--- config.mk ---
export PLATFORM = sky130hd
export DESIGN_NAME = remote_drive_controller_top
export DESIGN_NICKNAME = d
export VERILOG_FILES = /design/src/sv/rdc_pkg.sv /design/src/sv/remote_drive_controller_top.sv
export VERILOG_INCLUDE_DIRS = /design/src /design/src/sv
export SDC_FILE = /design/constraint.sdc
export NUM_CORES = 1
export LEC_CHECK = 0
export BUFFER_PORTS_ARGS = -buffer_cell sky130_fd_sc_hd__buf_4
export CAP_MARGIN = 15
export CORE_MARGIN = 5
export CORE_UTILIZATION = 50
export DETAILED_ROUTE_END_ITERATION = 8
export PLACE_DENSITY = 0.77
export SYNTH_ARGS = -nofsm -noshare
export SYNTH_HDL_FRONTEND = slang
export SYNTH_SLANG_ARGS = --single-unit
--- constraint.sdc ---
create_clock -name clk -period 5.05 [get_ports clk]
set_clock_uncertainty 0.2 [all_clocks]
set_input_delay 0.505 -clock clk [delete_from_list [all_inputs] [get_ports clk]]
set_output_delay 0.505 -clock clk [all_outputs]
set_load 0.1 [all_outputs]
--- src/sv/remote_drive_controller_top_macros.svh ---
// Assertion macros for the remote drive controller.
`ifndef REMOTE_DRIVE_CONTROLLER_TOP_MACROS_SVH
`define REMOTE_DRIVE_CONTROLLER_TOP_MACROS_SVH

// Same-cycle implication, checked outside reset.
`define RDC_ASSERT_SAME(lbl, ante, cons) \
	lbl: assert property (@(posedge clk) disable iff (!arst_n) (ante) |-> (cons)) \
		else $error("rdc assertion failed");

// Next-cycle implication, checked outside reset.
`define RDC_ASSERT_NEXT(lbl, ante, cons) \
	lbl: assert property (@(posedge clk) disable iff (!arst_n) (ante) |=> (cons)) \
		else $error("rdc assertion failed");

`endif

--- src/sv/rdc_pkg.sv ---
// Shared types and constants for the remote drive controller.
`timescale 1ns / 1ps
package rdc_pkg;

	localparam logic [3:0] RESET_PERIOD = 4'd11;
	localparam logic [2:0] RESET_BOOST  = 3'd2;
	localparam logic [3:0] AUTO_SPEED   = 4'd3;
	localparam logic [3:0] SPEED_MAX    = 4'd15;

	localparam logic [7:0] TURN_LEFT  = 8'd1;
	localparam logic [7:0] TURN_RIGHT = 8'd2;
	localparam logic [7:0] LEVEL_RESET = 8'd5;
	localparam logic [7:0] LEVEL_STOP_LO = 8'd5;
	localparam logic [7:0] LEVEL_STOP_HI = 8'd6;

	// register indexes on the configuration port
	localparam logic REG_PWM_PERIOD = 1'b0;
	localparam logic REG_TURN_BOOST = 1'b1;

	typedef struct packed {
		logic la;
		logic lb;
		logic ra;
		logic rb;
	} bridge_t;

	typedef struct packed {
		logic       hit;
		logic [3:0] speed;
	} speed_lut_t;

	function automatic speed_lut_t speed_lookup(input logic [7:0] level);
		speed_lut_t r;
		r.hit = 1'b1;
		r.speed = 4'd0;
		case (level)
			8'd1, 8'd10: r.speed = 4'd0;
			8'd2, 8'd9:  r.speed = 4'd2;
			8'd3, 8'd8:  r.speed = 4'd3;
			8'd4, 8'd7:  r.speed = 4'd4;
			default:     r.hit = 1'b0;
		endcase
		return r;
	endfunction

endpackage

--- src/sv/remote_drive_controller_top.sv ---
// Top level of the remote drive controller: command latch, drive rules and PWM.
`timescale 1ns / 1ps
`include "remote_drive_controller_top_macros.svh"
// Two-motor drive controller.
// Input channel (in_valid / in_stall): one beat is either a timer tick (func = 0)
// or a command packet (func = 1) carrying turn, level and auto bytes, plus the
// two bump sensor levels. Output channel (out_valid / out_stall): exactly one
// result beat per input beat, holding bridge pins, buzzer, PWM pins and both
// speed settings as they stand after that beat.
// Throughput: one beat per cycle while the receiver does not stall; the input
// register feeds a single pass of drive-rule logic straight into the result
// register and the state registers. When the receiver stalls, the result
// register holds and the input register still takes one more beat if it is
// empty; after that in_stall rises until the output drains. Configuration:
// pwm_period at byte address 0, turn_boost at 4, on the APB port; the user must
// write them only while the block is idle, unenforced; pready is always high.
// Reset: speeds 0, level command 5 (stop), buzzer flag and both PWM flags high,
// PWM period 11, turn boost 2, both channels empty.
module remote_drive_controller_top (
	input  logic        clk,
	input  logic        arst_n,
	input  logic        psel,
	input  logic        penable,
	input  logic        pwrite,
	input  logic [2:0]  paddr,
	input  logic [31:0] pwdata,
	output logic [31:0] prdata,
	output logic        pready,
	input  logic        in_valid,
	output logic        in_stall,
	input  logic        func,
	input  logic [7:0]  turn_byte,
	input  logic [7:0]  level_byte,
	input  logic [7:0]  auto_byte,
	input  logic        front_clear,
	input  logic        rear_clear,
	output logic        out_valid,
	input  logic        out_stall,
	output logic        left_a_drive,
	output logic        left_b_drive,
	output logic        right_a_drive,
	output logic        right_b_drive,
	output logic        buzzer_off,
	output logic        left_pulse,
	output logic        right_pulse,
	output logic [3:0]  left_level_now,
	output logic [3:0]  right_level_now
);
	import rdc_pkg::*;

	// configuration
	logic [3:0] pwm_period_q;
	logic [2:0] turn_boost_q;

	// input register
	logic       valid_s1;
	logic       func_s1;
	logic [7:0] turn_s1;
	logic [7:0] level_s1;
	logic [7:0] auto_s1;
	logic       front_s1;
	logic       rear_s1;

	// drive state
	logic [7:0] turn_cmd_q, level_cmd_q, auto_cmd_q;
	logic [3:0] left_speed_q, right_speed_q, pwm_cnt_q;
	logic       turn_l_q, turn_r_q, turn_hold_q;
	logic       fwd_q, rev_q;
	bridge_t    bridge_q;
	logic       buzzer_q;
	logic       pulse_l_q, pulse_r_q;

	// next state
	logic [7:0] turn_n, level_n, auto_n;
	logic [3:0] ls_n, rs_n, cnt_n;
	logic       tl_n, tr_n, hold_n, fwd_n, rev_n, buz_n, pl_n, pr_n;
	bridge_t    bridge_n;
	speed_lut_t lut;
	logic [4:0] boost_sum;
	logic [4:0] cnt_inc;

	logic advance;
	logic cfg_wr;

	assign pready = 1'b1;
	assign cfg_wr = psel && penable && pwrite;

	always_comb begin
		prdata = 32'd0;
		unique case (paddr[2])
			REG_PWM_PERIOD: prdata = {28'd0, pwm_period_q};
			REG_TURN_BOOST: prdata = {29'd0, turn_boost_q};
			default:        prdata = 32'd0;
		endcase
	end

	always_ff @(posedge clk or negedge arst_n) begin
		if (!arst_n) begin
			pwm_period_q <= RESET_PERIOD;
			turn_boost_q <= RESET_BOOST;
		end else if (cfg_wr) begin
			unique case (paddr[2])
				REG_PWM_PERIOD: pwm_period_q <= pwdata[3:0];
				REG_TURN_BOOST: turn_boost_q <= pwdata[2:0];
				default: ;
			endcase
		end
	end

	// handshake: s1 moves on whenever the result register is free or draining
	assign advance  = valid_s1 && (!out_valid || !out_stall);
	assign in_stall = valid_s1 && !advance;

	always_ff @(posedge clk or negedge arst_n) begin
		if (!arst_n) begin
			valid_s1 <= 1'b0;
		end else if (in_valid && !in_stall) begin
			valid_s1 <= 1'b1;
		end else if (advance) begin
			valid_s1 <= 1'b0;
		end
	end

	always_ff @(posedge clk) begin
		if (in_valid && !in_stall) begin
			func_s1  <= func;
			turn_s1  <= turn_byte;
			level_s1 <= level_byte;
			auto_s1  <= auto_byte;
			front_s1 <= front_clear;
			rear_s1  <= rear_clear;
		end
	end

	// drive rules for the beat in s1
	always_comb begin
		turn_n  = func_s1 ? turn_s1  : turn_cmd_q;
		level_n = func_s1 ? level_s1 : level_cmd_q;
		auto_n  = func_s1 ? auto_s1  : auto_cmd_q;

		ls_n     = left_speed_q;
		rs_n     = right_speed_q;
		tl_n     = turn_l_q;
		tr_n     = turn_r_q;
		hold_n   = turn_hold_q;
		fwd_n    = fwd_q;
		rev_n    = rev_q;
		bridge_n = bridge_q;
		buz_n    = buzzer_q;
		lut      = speed_lookup(level_n);
		boost_sum = 5'd0;

		if (auto_n == 8'd0) begin
			fwd_n = 1'b0;
			rev_n = 1'b0;
			if (!turn_hold_q && lut.hit) begin
				ls_n = lut.speed;
				rs_n = lut.speed;
			end
			if (turn_n == TURN_LEFT) begin
				if (!turn_l_q) begin
					boost_sum = {1'b0, ls_n} + {2'b00, turn_boost_q};
					ls_n   = (boost_sum > {1'b0, SPEED_MAX}) ? SPEED_MAX : boost_sum[3:0];
					tl_n   = 1'b1;
					hold_n = 1'b1;
				end
			end else if (turn_n == TURN_RIGHT) begin
				if (!turn_r_q) begin
					boost_sum = {1'b0, rs_n} + {2'b00, turn_boost_q};
					rs_n   = (boost_sum > {1'b0, SPEED_MAX}) ? SPEED_MAX : boost_sum[3:0];
					tr_n   = 1'b1;
					hold_n = 1'b1;
				end
			end else begin
				tl_n   = 1'b0;
				tr_n   = 1'b0;
				hold_n = 1'b0;
				if (ls_n < rs_n) rs_n = ls_n;
				else ls_n = rs_n;
			end
			if (level_n > LEVEL_STOP_HI) begin
				if (!front_s1) begin
					bridge_n.lb = 1'b0;
					bridge_n.rb = 1'b0;
					buz_n = 1'b0;
				end else begin
					bridge_n = '{la: 1'b0, lb: 1'b1, ra: 1'b0, rb: 1'b1};
					buz_n = 1'b1;
				end
			end else if (level_n < LEVEL_STOP_LO) begin
				if (!rear_s1) begin
					bridge_n.la = 1'b0;
					bridge_n.ra = 1'b0;
					buz_n = 1'b0;
				end else begin
					bridge_n = '{la: 1'b1, lb: 1'b0, ra: 1'b1, rb: 1'b0};
					buz_n = 1'b1;
				end
			end else begin
				bridge_n = '{la: 1'b0, lb: 1'b0, ra: 1'b0, rb: 1'b0};
				buz_n = 1'b1;
			end
		end else begin
			// bounce between the bumpers
			if (!front_s1 && !fwd_q) begin
				fwd_n = 1'b1;
				rev_n = 1'b0;
				bridge_n = '{la: 1'b1, lb: 1'b0, ra: 1'b1, rb: 1'b0};
			end else if (!rear_s1 && !rev_q) begin
				rev_n = 1'b1;
				fwd_n = 1'b0;
				bridge_n = '{la: 1'b0, lb: 1'b1, ra: 1'b0, rb: 1'b1};
			end
			ls_n = AUTO_SPEED;
			rs_n = AUTO_SPEED;
		end

		// PWM step on ticks only
		pl_n    = pulse_l_q;
		pr_n    = pulse_r_q;
		cnt_n   = pwm_cnt_q;
		cnt_inc = {1'b0, pwm_cnt_q} + 5'd1;
		if (!func_s1) begin
			if (pwm_cnt_q >= ls_n) pl_n = 1'b1;
			if (pwm_cnt_q >= rs_n) pr_n = 1'b1;
			cnt_n = cnt_inc[3:0];
			if (cnt_inc >= {1'b0, pwm_period_q}) begin
				cnt_n = 4'd0;
				pl_n  = 1'b0;
				pr_n  = 1'b0;
			end
		end
	end

	always_ff @(posedge clk or negedge arst_n) begin
		if (!arst_n) begin
			turn_cmd_q    <= 8'd0;
			level_cmd_q   <= LEVEL_RESET;
			auto_cmd_q    <= 8'd0;
			left_speed_q  <= 4'd0;
			right_speed_q <= 4'd0;
			pwm_cnt_q     <= 4'd0;
			turn_l_q      <= 1'b0;
			turn_r_q      <= 1'b0;
			turn_hold_q   <= 1'b0;
			fwd_q         <= 1'b0;
			rev_q         <= 1'b0;
			bridge_q      <= '{la: 1'b0, lb: 1'b0, ra: 1'b0, rb: 1'b0};
			buzzer_q      <= 1'b1;
			pulse_l_q     <= 1'b1;
			pulse_r_q     <= 1'b1;
		end else if (advance) begin
			turn_cmd_q    <= turn_n;
			level_cmd_q   <= level_n;
			auto_cmd_q    <= auto_n;
			left_speed_q  <= ls_n;
			right_speed_q <= rs_n;
			pwm_cnt_q     <= cnt_n;
			turn_l_q      <= tl_n;
			turn_r_q      <= tr_n;
			turn_hold_q   <= hold_n;
			fwd_q         <= fwd_n;
			rev_q         <= rev_n;
			bridge_q      <= bridge_n;
			buzzer_q      <= buz_n;
			pulse_l_q     <= pl_n;
			pulse_r_q     <= pr_n;
		end
	end

	// result register
	always_ff @(posedge clk or negedge arst_n) begin
		if (!arst_n) begin
			out_valid <= 1'b0;
		end else if (advance) begin
			out_valid <= 1'b1;
		end else if (!out_stall) begin
			out_valid <= 1'b0;
		end
	end

	always_ff @(posedge clk) begin
		if (advance) begin
			left_a_drive    <= bridge_n.la;
			left_b_drive    <= bridge_n.lb;
			right_a_drive   <= bridge_n.ra;
			right_b_drive   <= bridge_n.rb;
			buzzer_off      <= buz_n;
			left_pulse      <= pl_n;
			right_pulse     <= pr_n;
			left_level_now  <= ls_n;
			right_level_now <= rs_n;
		end
	end

	`RDC_ASSERT_SAME(a_no_shoot_through, 1'b1, !(bridge_q.la && bridge_q.lb) && !(bridge_q.ra && bridge_q.rb))
	`RDC_ASSERT_SAME(a_hold_has_side, 1'b1, turn_hold_q == (turn_l_q || turn_r_q))
	`RDC_ASSERT_NEXT(a_auto_speed, advance && (auto_n != 8'd0), (left_speed_q == AUTO_SPEED) && (right_speed_q == AUTO_SPEED))
	`RDC_ASSERT_NEXT(a_result_follows, advance, out_valid && (left_level_now == left_speed_q) && (right_level_now == right_speed_q))

endmodule
# Yosys cells after proc, flatten, opt, wreduce, memory -nomap -nowiden
# Cells that the tools add are included.
dict set report word_totals {
  inputBits 69
  out_inout_bits 50
  regBits 99
  word_cells 156
}
dict set report op_classes {
  reduce_logical 32
  n_eq_ne 14
  addsub 3
  n_lt_le_gt_ge 8
  mux 59
  bitwise 3
}
# op count
set op_table {}
lappend op_table {{two-way mux 4 bit} 21}
lappend op_table {{case mux 32 bit (2 select lines)} 1}
lappend op_table {{two-way mux 1 bit} 33}
lappend op_table {{equality test 8 x 2 -> 1 bit (second input constant)} 3}
lappend op_table {{equality test 8 x 4 -> 1 bit (second input constant)} 3}
lappend op_table {{two-way mux 8 bit} 3}
lappend op_table {{equality test 8 x 1 -> 1 bit (second input constant)} 2}
lappend op_table {{equality test 8 x 3 -> 1 bit (second input constant)} 2}
lappend op_table {{adder 4 x 3 -> 5 bit} 2}
lappend op_table {{> comparator 5 x 4 -> 1 bit (second input constant)} 2}
lappend op_table {{zero test 1 bit} 9}
lappend op_table {{case mux 3 bit (3 select lines)} 1}
lappend op_table {{>= comparator 4 bit} 2}
lappend op_table {{> comparator 8 x 3 -> 1 bit (second input constant)} 1}
lappend op_table {{logical AND 1 bit} 8}
lappend op_table {{zero test 8 bit} 1}
lappend op_table {{< comparator 8 x 3 -> 1 bit (second input constant)} 1}
lappend op_table {{AND reduction 2 bit} 4}
lappend op_table {{OR reduction 8 bit} 1}
lappend op_table {{AND reduction 3 bit} 2}
lappend op_table {{OR reduction 2 bit} 3}
lappend op_table {{adder 4 x 1 -> 5 bit (second input constant)} 1}
lappend op_table {{>= comparator 5 x 4 -> 1 bit} 1}
lappend op_table {{< comparator 4 bit} 1}
lappend op_table {{8 further kinds} 11}

# Depth between registers and ports, before layout
# Gate-level depths: netlist (run 1).
dict set report depth {
  word_depth 18
  depth_mapped 24
  ltp_nobuf 22
}

# Least setup slack after synthesis (run 1)
# OpenSTA, ideal clock, no wires.
dict set report synth_timing {
  path_type {register to register}
  start {register func_s1}
  end {register pulse_l_q}
  setup_slack_ns 0.092
  setup_ns 0.082
  path_stages_with_launch 22
  t_required_ns 4.768
  t_arrival_ns 4.676
  path_cell_list {edfxtp_1 > or4_4 > a211oi_2 > o2111a_2 > mux2i_1 > inv_1 > ha_1 > o21ai_0 > nand2b_1 > a21oi_1 > a211o_1 > mux2_2 > a221oi_2 > or2_1 > ha_1 > nand2b_1 > a21o_1 > a21o_1 > a21oi_1 > nor2_1 > o22a_1 > mux2_2}
}
dict set report synth_via {
  elab_chain_cells 17
}
# element line
set synth_rtl {}
lappend synth_rtl {{start: declaration} remote_drive_controller_top.sv:57} ;# logic func_s1;
lappend synth_rtl {{start signal: assignment} remote_drive_controller_top.sv:126} ;# func_s1 <= func;
lappend synth_rtl {{two-way mux 8 bit} remote_drive_controller_top.sv:138} ;# level_n = func_s1 ? level_s1 : level_cmd_q;
lappend synth_rtl {{equality test 8 x 3 -> 1 bit, or another cell as far along} rdc_pkg.sv:36} ;# case (level)
lappend synth_rtl {{OR reduction 8 bit (no source line)} --}
lappend synth_rtl {{two-way mux 1 bit} rdc_pkg.sv:36}
lappend synth_rtl {{logical AND 1 bit} remote_drive_controller_top.sv:156} ;# if (!turn_hold_q && lut.hit) begin
lappend synth_rtl {{two-way mux 4 bit} remote_drive_controller_top.sv:156}
lappend synth_rtl {{two-way mux 4 bit} remote_drive_controller_top.sv:153} ;# if (auto_n == 8'd0) begin
lappend synth_rtl {{adder 4 x 3 -> 5 bit} remote_drive_controller_top.sv:162} ;# boost_sum = {1'b0, ls_n} + {2'b00, turn_boost_q};
lappend synth_rtl {{[... 3 more ...]} --}
lappend synth_rtl {{two-way mux 4 bit} remote_drive_controller_top.sv:160} ;# if (turn_n == TURN_LEFT) begin
lappend synth_rtl {{two-way mux 4 bit (*)} remote_drive_controller_top.sv:153}
lappend synth_rtl {{named net ls_n[0]} remote_drive_controller_top.sv:75} ;# logic [3:0] ls_n, rs_n, cnt_n;
lappend synth_rtl {{>= comparator 4 bit (*)} remote_drive_controller_top.sv:224} ;# if (pwm_cnt_q >= ls_n) pl_n = 1'b1;
lappend synth_rtl {{two-way mux 1 bit (*)} remote_drive_controller_top.sv:224}
lappend synth_rtl {{two-way mux 1 bit (*)} remote_drive_controller_top.sv:227} ;# if (cnt_inc >= {1'b0, pwm_period_q}) begin
lappend synth_rtl {{two-way mux 1 bit (*)} remote_drive_controller_top.sv:223} ;# if (!func_s1) begin
lappend synth_rtl {{named net pl_n} remote_drive_controller_top.sv:76} ;# logic tl_n, tr_n, hold_n, fwd_n, rev_n, buz_n, pl_n, pr_n;
lappend synth_rtl {{end signal: assignment} remote_drive_controller_top.sv:266} ;# pulse_l_q <= pl_n;
lappend synth_rtl {{end: declaration} remote_drive_controller_top.sv:71} ;# logic pulse_l_q, pulse_r_q;
# Mark *: on every way through the listed nets, which the timed path passes. The rest lies on a longest branch. The select of a mux whose other input is x is not followed.
# A chain may end at the register's enable or synchronous reset.

# Worst setup path in the final report (run 1)
dict set report layout_timing {
  start {register level_cmd_q[6]}
  end {register pulse_l_q}
}
dict set report layout_via {
  elab_chain_cells 17
}
# element line
set layout_rtl {}
lappend layout_rtl {{start: declaration} remote_drive_controller_top.sv:65} ;# logic [7:0] turn_cmd_q, level_cmd_q, auto_cmd_q;
lappend layout_rtl {{start signal: assignment} remote_drive_controller_top.sv:254} ;# level_cmd_q <= level_n;
lappend layout_rtl {{two-way mux 8 bit (*)} remote_drive_controller_top.sv:138}
lappend layout_rtl {{equality test 8 x 3 -> 1 bit, or another cell as far along} rdc_pkg.sv:36}
lappend layout_rtl {{OR reduction 8 bit (no source line)} --}
lappend layout_rtl {{two-way mux 1 bit} rdc_pkg.sv:36}
lappend layout_rtl {{logical AND 1 bit} remote_drive_controller_top.sv:156}
lappend layout_rtl {{two-way mux 4 bit} remote_drive_controller_top.sv:156}
lappend layout_rtl {{two-way mux 4 bit} remote_drive_controller_top.sv:153}
lappend layout_rtl {{adder 4 x 3 -> 5 bit} remote_drive_controller_top.sv:162}
lappend layout_rtl {{[... 2 more ...]} --}
lappend layout_rtl {{two-way mux 4 bit} remote_drive_controller_top.sv:161} ;# if (!turn_l_q) begin
lappend layout_rtl {{two-way mux 4 bit (*)} remote_drive_controller_top.sv:160}
lappend layout_rtl {{two-way mux 4 bit (*)} remote_drive_controller_top.sv:153}
lappend layout_rtl {{>= comparator 4 bit (*)} remote_drive_controller_top.sv:224}
lappend layout_rtl {{two-way mux 1 bit (*)} remote_drive_controller_top.sv:224}
lappend layout_rtl {{two-way mux 1 bit (*)} remote_drive_controller_top.sv:227}
lappend layout_rtl {{two-way mux 1 bit (*)} remote_drive_controller_top.sv:223}
lappend layout_rtl {{named net pl_n} remote_drive_controller_top.sv:76}
# Marks and branches as above.

==> results.toml, run 1 <==
[synth]
netlist_area_mm2 = 0.00542
netlist.area_leader.share = 0.233
synth-seq-cells = 99
syn_inst = 488
ys_types = 68
yosys_warnings = 0
synthTopCellsByArea = "edfxtp_1 (23%), dfrtp_1 (22%), mux2_2 (7.7%)"
synth_mux_area_frac = 0.0899
synthSimpleGateAreaFrac = 0.130
synth_compound_area_frac = 0.143
synthFlopType = "dfrtp_1"
synth-seq-area-share = 0.498
yosys.area.top_type = "edfxtp_1"
synth_fa_ha_area_frac = 0.0582
synth_commonest_cells = "dfrtp_1 (48), nand2_1 (43), edfxtp_1 (42), mux2_2 (37), nor2_1 (31)"
synth_edf_count = 42
synth_top_family_by_area = "compound AO/OA/AOI/OAI gates"
async_flop_share = 0.576
yosysMostFrequentCell = "dfrtp_1"
synth.avg_cell_area_um2 = 11.1
synthXorXnorAreaFrac = 0.0129

[grt]
overflow = 0
grt_pass1_vias = 3874
gr-usage-met1 = 0.216
track_usage = 0.173
grt-busiest-layer = "met2"
grtUsageMet2 = 0.290
antenna_found_initial = 0
use_met3 = 0.0465
grt_max_degree = 58
grt_pass1_wl_um = 18100

[power_and_ir_drop]
p_per_area_mw_per_mm2 = 388
comb_power_share = 0.371
p_seq_frac = 0.439
clkPwrFrac = 0.190
switching_share = 0.393
leakage_nw = 2.85
intPower_mw = 1.55
p_sw_mw = 1.00
vdd_drop_max_uv = 237

[route]
num_vias = 4068
wl_per_cell_um = 15.3
drt_first_iter_violations = 247
routed_wl_um = 11300
drc_errors = 0
via_per_inst = 5.52
ant_nets = 0
drtPass1Iterations = 5

[timing]
rsz0062_at_grt = "yes"
min_period_over_period = 0.982
fin_crit_ns = 4.96
hold_ws_ns = 0.105
hold_viol = 0
slew_headroom = 0.284
worstMarginPinSlew_ns = 1.07
finalSetupViolCount = 0
maxSlewViolCount = 0
fmax_mhz = 202

[floorplanning]
die_y_um = 114
start_util = 0.504
dieWidth_um = 114
core_area_mm2 = 0.0107
ioPinCount = 119
die-area_mm2 = 0.0130
rows = 38

[run]
drv_cap = 0

[placement]
hpwl_um = 8470
port_buffers = 59
place_congestion = 0.941
placed_area_mm2 = 0.00612

[clock_network]
root_buffer = "clkbuf_8"
cts_made_buffers = 9
clk_latency_ns = 0.37
cts_buffer_depth = 2
cts.sinks = 99
cts_tree = "yes"
cts_max_level = 3
clk_pin_slew_ns = 0.10

[final_layout]
final_nets = 685
antenna_cells = 0
syn_to_final_growth_pct = 21.4
final.fill_count = 886
design_area_mm2 = 0.00658
multi_input_area_mm2 = 0.00259
register_area_mm2 = 0.00270
drive_gt1_frac = 0.340

[worst_hold_path]
min_path_type = "in -> reg"

[setup_path]
cp.required_ns = 5.15
cp-end-kind = "flip-flop"
crit_type = "reg -> reg"
crit_path_max_incr_delay_ns = 0.57
r2r_setup_slack_ns = 0.09
arrival_ns = 5.06
crit_chain = "or4_4 > a211oi_4 > o2111a_2 > mux2i_2 > inv_2 > ha_4 > o21ai_1 > nand2b_1 > a21oi_2 > a211o_1 > buf_4 > mux2_2 > a21oi_4 > nor2_1 > ha_1 > a21o_1 > a21o_1 > a21oi_2 > nor2_1 > o22a_1 > mux2_2"
critPathTopFamily = "compound AO/OA/AOI/OAI gates"
startpoint_type = "flip-flop"
worst-path-buf-inv = 2
crit_fanout = 3
critPathSlowestCell = "or4_4"

[outcome]
status = "finished clean"
==> power by group through the flow <==
| stage | combinational (mW) | clock [mW] | sequential (mW) |
|---|---|---|---|
| final | 0.947 | 0.486 | 1.12 |
| after global routing | 1.03 | 0.535 | 1.14 |
| after CTS | 0.921 | 0.502 | 1.12 |
| after detailed placement | 0.908 | 0 | 1.13 |
| after global placement | 0.877 | 0 | 1.12 |
| after floorplan | 0.599 | 0 | 1.24 |
==> path summary, 6_finish.rpt <==
kind / start / endpoint / depth (start not counted)
worst min-delay path: level_byte[7] / level_s1[7] / 1
worst max register to register: level_cmd_q[6] / pulse_l_q / 21
worst max-delay path: level_cmd_q[6] / pulse_l_q / 21
max in group asynchronous: arst_n / bridge_q[3] / 2
worst min register to register: buzzer_q / buzzer_q / 2
min in group asynchronous: arst_n / pwm_period_q[2] / 2
==> area by class of cell <==
class | count | area share
flip-flops and latches | 99 | 0.410
clock buffers | 9 | 0.0188
repair buffers | 107 | 0.125
multi-input cells | 351 | 0.395
well taps | 140 | 0.0266
inverters | 24 | 0.0137
clock inverters | 7 | 0.0107
==> worst reg2reg max path: stages, from the launching register on <==
cell      delay (ns)
dfrtp_1         0.40
or4_4           0.57
a211oi_4        0.23
o2111a_2        0.33
mux2i_2         0.33
inv_2           0.10
ha_4            0.24
o21ai_1         0.12
nand2b_1        0.08
a21oi_2         0.15
a211o_1         0.16
buf_4           0.13
mux2_2          0.34
a21oi_4         0.16
nor2_1          0.08
ha_1            0.30
a21o_1          0.19
a21o_1          0.16
a21oi_2         0.13
nor2_1          0.05
o22a_1          0.18
mux2_2          0.26
==> cells in the final DEF (no fill, tap or decap), types with 3 or more instances in the layout <==
cell type     n
a21o_1       13
a21oi_1      14
a21oi_2       4
a31oi_1       6
buf_4       102
clkbuf_8      9
clkinvlp_4    3
conb_1       29
dfrtp_1      48
dfstp_2       9
edfxtp_1     42
ha_1         20
inv_1        21
mux2_2       35
mux2i_1       6
nand2_1      42
nand2b_1     10
nand3_1       8
nand4_1       5
nor2_1       31
nor3_1       11
nor4_1        6
o21ai_0      20
o21ai_1       4
o22a_1        7
o31ai_1       3
o32a_1        3
or2_2         4
xnor2_1       6
==> flip-flops by register name (all words and copies together), names as in the netlist, 3 cells and up <==
signal	flops
turn_cmd_q	8
level_s1	8
right_speed_q	4
auto_s1	8
right_level_now	4
auto_cmd_q	8
left_speed_q	4
left_level_now	4
level_cmd_q	8
pwm_period_q	4
bridge_q	4
turn_boost_q	3
pwm_cnt_q	4
turn_s1	8
==> cell families (layout without fill, tap and decap cells) <==
family / Yosys count / after routing
other: 2 / 29
adders and majority gates: 24 / 24
DFF: 99 / 99
AOI/OAI and AO/OA: 104 / 104
xor gates and xnor gates: 8 / 8
muxes: 44 / 44
and+or+nand+nor: 142 / 142
buffers and inverters: 65 / 147
==> timing repair <==
item / in CTS / in global routing
pin swaps: 13 / 18
hold buffers: 1 / 0
gates cloned: 0 / 1
setup buffers: 3 / 9
endpoints found under the hold margin: 1 / 0
gates resized for setup: 10 / 23
endpoints found under the setup margin: 2 / 4
==> per-layer routing <==
| layer | vias up | routed length [µm] | part of all wire |
|---|---|---|---|
| li1 | 1942 | - | - |
| met1 | 1933 | 4590 | 0.41 |
| met2 | 164 | 5490 | 0.49 |
| met3 | 29 | 876 | 0.078 |
| met4 | 0 | 291 | 0.026 |
| met5 | - | 0 | 0 |
==> per-stage QoR <==
stage	util	setup slack (ns)	TNS, ns	cells	total power [mW]
3_5_place_dp	0.570	-0.142	-0.203	707	2.04
3_3_place_gp	0.570	-0.0628	-0.0628	707	2.00
4_1_cts	0.595	0.00426	0	727	2.54
2_1_floorplan	-	0.0915	0	515	1.84
6_report	0.612	0.0907	0	737	2.55
5_1_grt	0.612	-0.121	-0.155	737	2.71
Note: power is estimated with default switching activity, not from simulation.
==> run 2, diff against run 1 <==
Settings changed: CAP_MARGIN 15 to default.
Clock period 5.05 ns to 4.4 ns, I/O delays scaled along.
==> run 2 against run 1 <==
The run now ends with negative setup slack left. Clock power grew 13%. Cell area rose by 3.5%. Setup slack lost 0.61 ns. Sequential share of layout area decreased by 1.4 points. Largest power group unchanged.
==> results.toml, run 2 (same netlist as run 1, synthesis figures left out) <==
[placement]
port_buffers = 59
hpwl_um = 9120
placed_area_mm2 = 0.00634
place_congestion = 0.920
dpl_worst_slack_ns = -0.673

[worst_hold_path]
min_path_type = "in -> reg"

[outcome]
violations = "negative setup slack"
status = "finished with violations"

[clock_network]
cts.sinks = 99
clk_pin_slew_ns = 0.10
clk_latency_ns = 0.38
cts_tree = "yes"
cts_made_buffers = 9
root_buffer = "clkbuf_8"
cts_buffer_depth = 2
cts_max_level = 3

[floorplanning]
start_util = 0.504
ioPinCount = 119
rows = 38
dieWidth_um = 114
die_y_um = 114
core_area_mm2 = 0.0107
die-area_mm2 = 0.0130

[grt]
grt_pass1_wl_um = 19400
overflow = 0
grt_max_degree = 58
antenna_found_initial = 0
track_usage = 0.188
grt_pass1_vias = 4007

[timing]
rsz0062_at_grt = "yes"
fmax_mhz = 203
maxSlewViolCount = 0
finalSetupViolCount = 4
fin_crit_ns = 4.92
hold_viol = 0
fin_ws_ns = -0.523
worstMarginPinSlew_ns = 1.11
slew_headroom = 0.263
min_period_over_period = 1.12
hold_ws_ns = 0.0238

[final_layout]
final_common_cell = "buf_4"
drive_gt1_frac = 0.372
register_area_mm2 = 0.00270
final.fill_count = 854
syn_to_final_growth_pct = 25.7
final_nets = 712
multi_input_area_mm2 = 0.00264
fin_util = 0.634
antenna_cells = 0
mostFrequentLayoutCells = "buf_4 (130), dfrtp_1 (48), edfxtp_1 (42)"
design_area_mm2 = 0.00681

[setup_path]
crit_chain = "or4_4 > or3_4 > a2111o_1 > nand2_2 > inv_2 > ha_4 > o21ai_2 > nand2b_1 > a21oi_2 > a211o_1 > mux2_4 > a221oi_4 > or2_1 > ha_1 > nand2b_4 > a21o_1 > a21o_1 > a21oi_2 > nor2_1 > o22a_1 > mux2_4"
cp.required_ns = 4.50
cp-end-kind = "flip-flop"
startpoint_type = "flip-flop"
crit_fanout = 4
critPathSlowestCell = "or4_4"
crit_path_max_incr_delay_ns = 0.57
crit_type = "reg -> reg"
arrival_ns = 5.03

[route]
drtPass1Iterations = 4
num_vias = 4095
routed_wl_um = 11900
drc_errors = 0
drt_first_iter_violations = 215
ant_nets = 0
via_per_inst = 5.36
wl_per_cell_um = 15.6

[power_and_ir_drop]
vdd_drop_max_uv = 281
leakage_nw = 3.01
power_mw = 2.98
p_per_area_mw_per_mm2 = 438

[run]
drv_cap = 0
run 2: changes by cell type in the layout (fill, tap and decap cells not counted), sizes merged:
cell / previous run / this run
clkbuf: 9 / 10
clkinvlp: 3 / 1
clkinv: 2 / 4
dlygate4sd3: 1 / 3
buf: 106 / 131
inv: 26 / 25
run 2: area by class of cell:
cell class	instances	area share
flip-flops and latches	99	0.396
clock inverters	6	0.00901
inverters	24	0.0132
repair buffers	134	0.149
multi-input cells	351	0.387
well taps	140	0.0257
clock buffers	10	0.0187
run 2: path summary, 6_finish.rpt:
check	from	to	slack [ns]	cells after the start
min in group asynchronous	arst_n	turn_boost_q[2]	0.45	2
min	level_byte[4]	level_s1[4]	0.02	1
min reg2reg	bridge_q[1]	bridge_q[1]	0.30	2
max reg2reg	level_cmd_q[7]	pulse_l_q	-0.52	21
max in group asynchronous	arst_n	turn_cmd_q[2]	3.06	2
max	level_cmd_q[7]	pulse_l_q	-0.52	21
run 2: per-stage QoR:
stage          TNS (ns)  instances
2_1_floorplan     -1.00        515
3_3_place_gp      -1.65        733
3_5_place_dp      -2.12        733
4_1_cts           -1.95        757
5_1_grt           -2.65        764
6_report          -1.73        764
run 2: critical path: cells and delay by family, from the launching register on:
kind / cells / cell delay, ns
compound gates: 9 / 1.70
fa+ha+maj: 2 / 0.49
buf+inv: 1 / 0.04
flops: 1 / 0.40
mux: 2 / 0.55
simple gates: 7 / 1.45
run 2: repair_timing:
| item | in CTS | in global routing |
|---|---|---|
| buffers inserted | 7 | 6 |
| endpoints found under the hold margin | 48 | 2 |
| hold buffers | 1 | 2 |
| endpoints found under the setup margin | 4 | 5 |
| pin swaps | 9 | 5 |
| gates resized for setup | 10 | 20 |
run 2: power by group:
group          total [mW]  internal [mW]  switching [mW]
registers            1.29           1.16           0.127
logic                1.15          0.443           0.705
clock network       0.547          0.218           0.329
run 2: per-layer routing:
layer	global-route usage	part of all wire	vias up
met5	0	0	-
met4	0.0618	0.016	0
met3	0.0370	0.062	14
met2	0.325	0.50	128
met1	0.238	0.42	1961
li1	-	-	1992
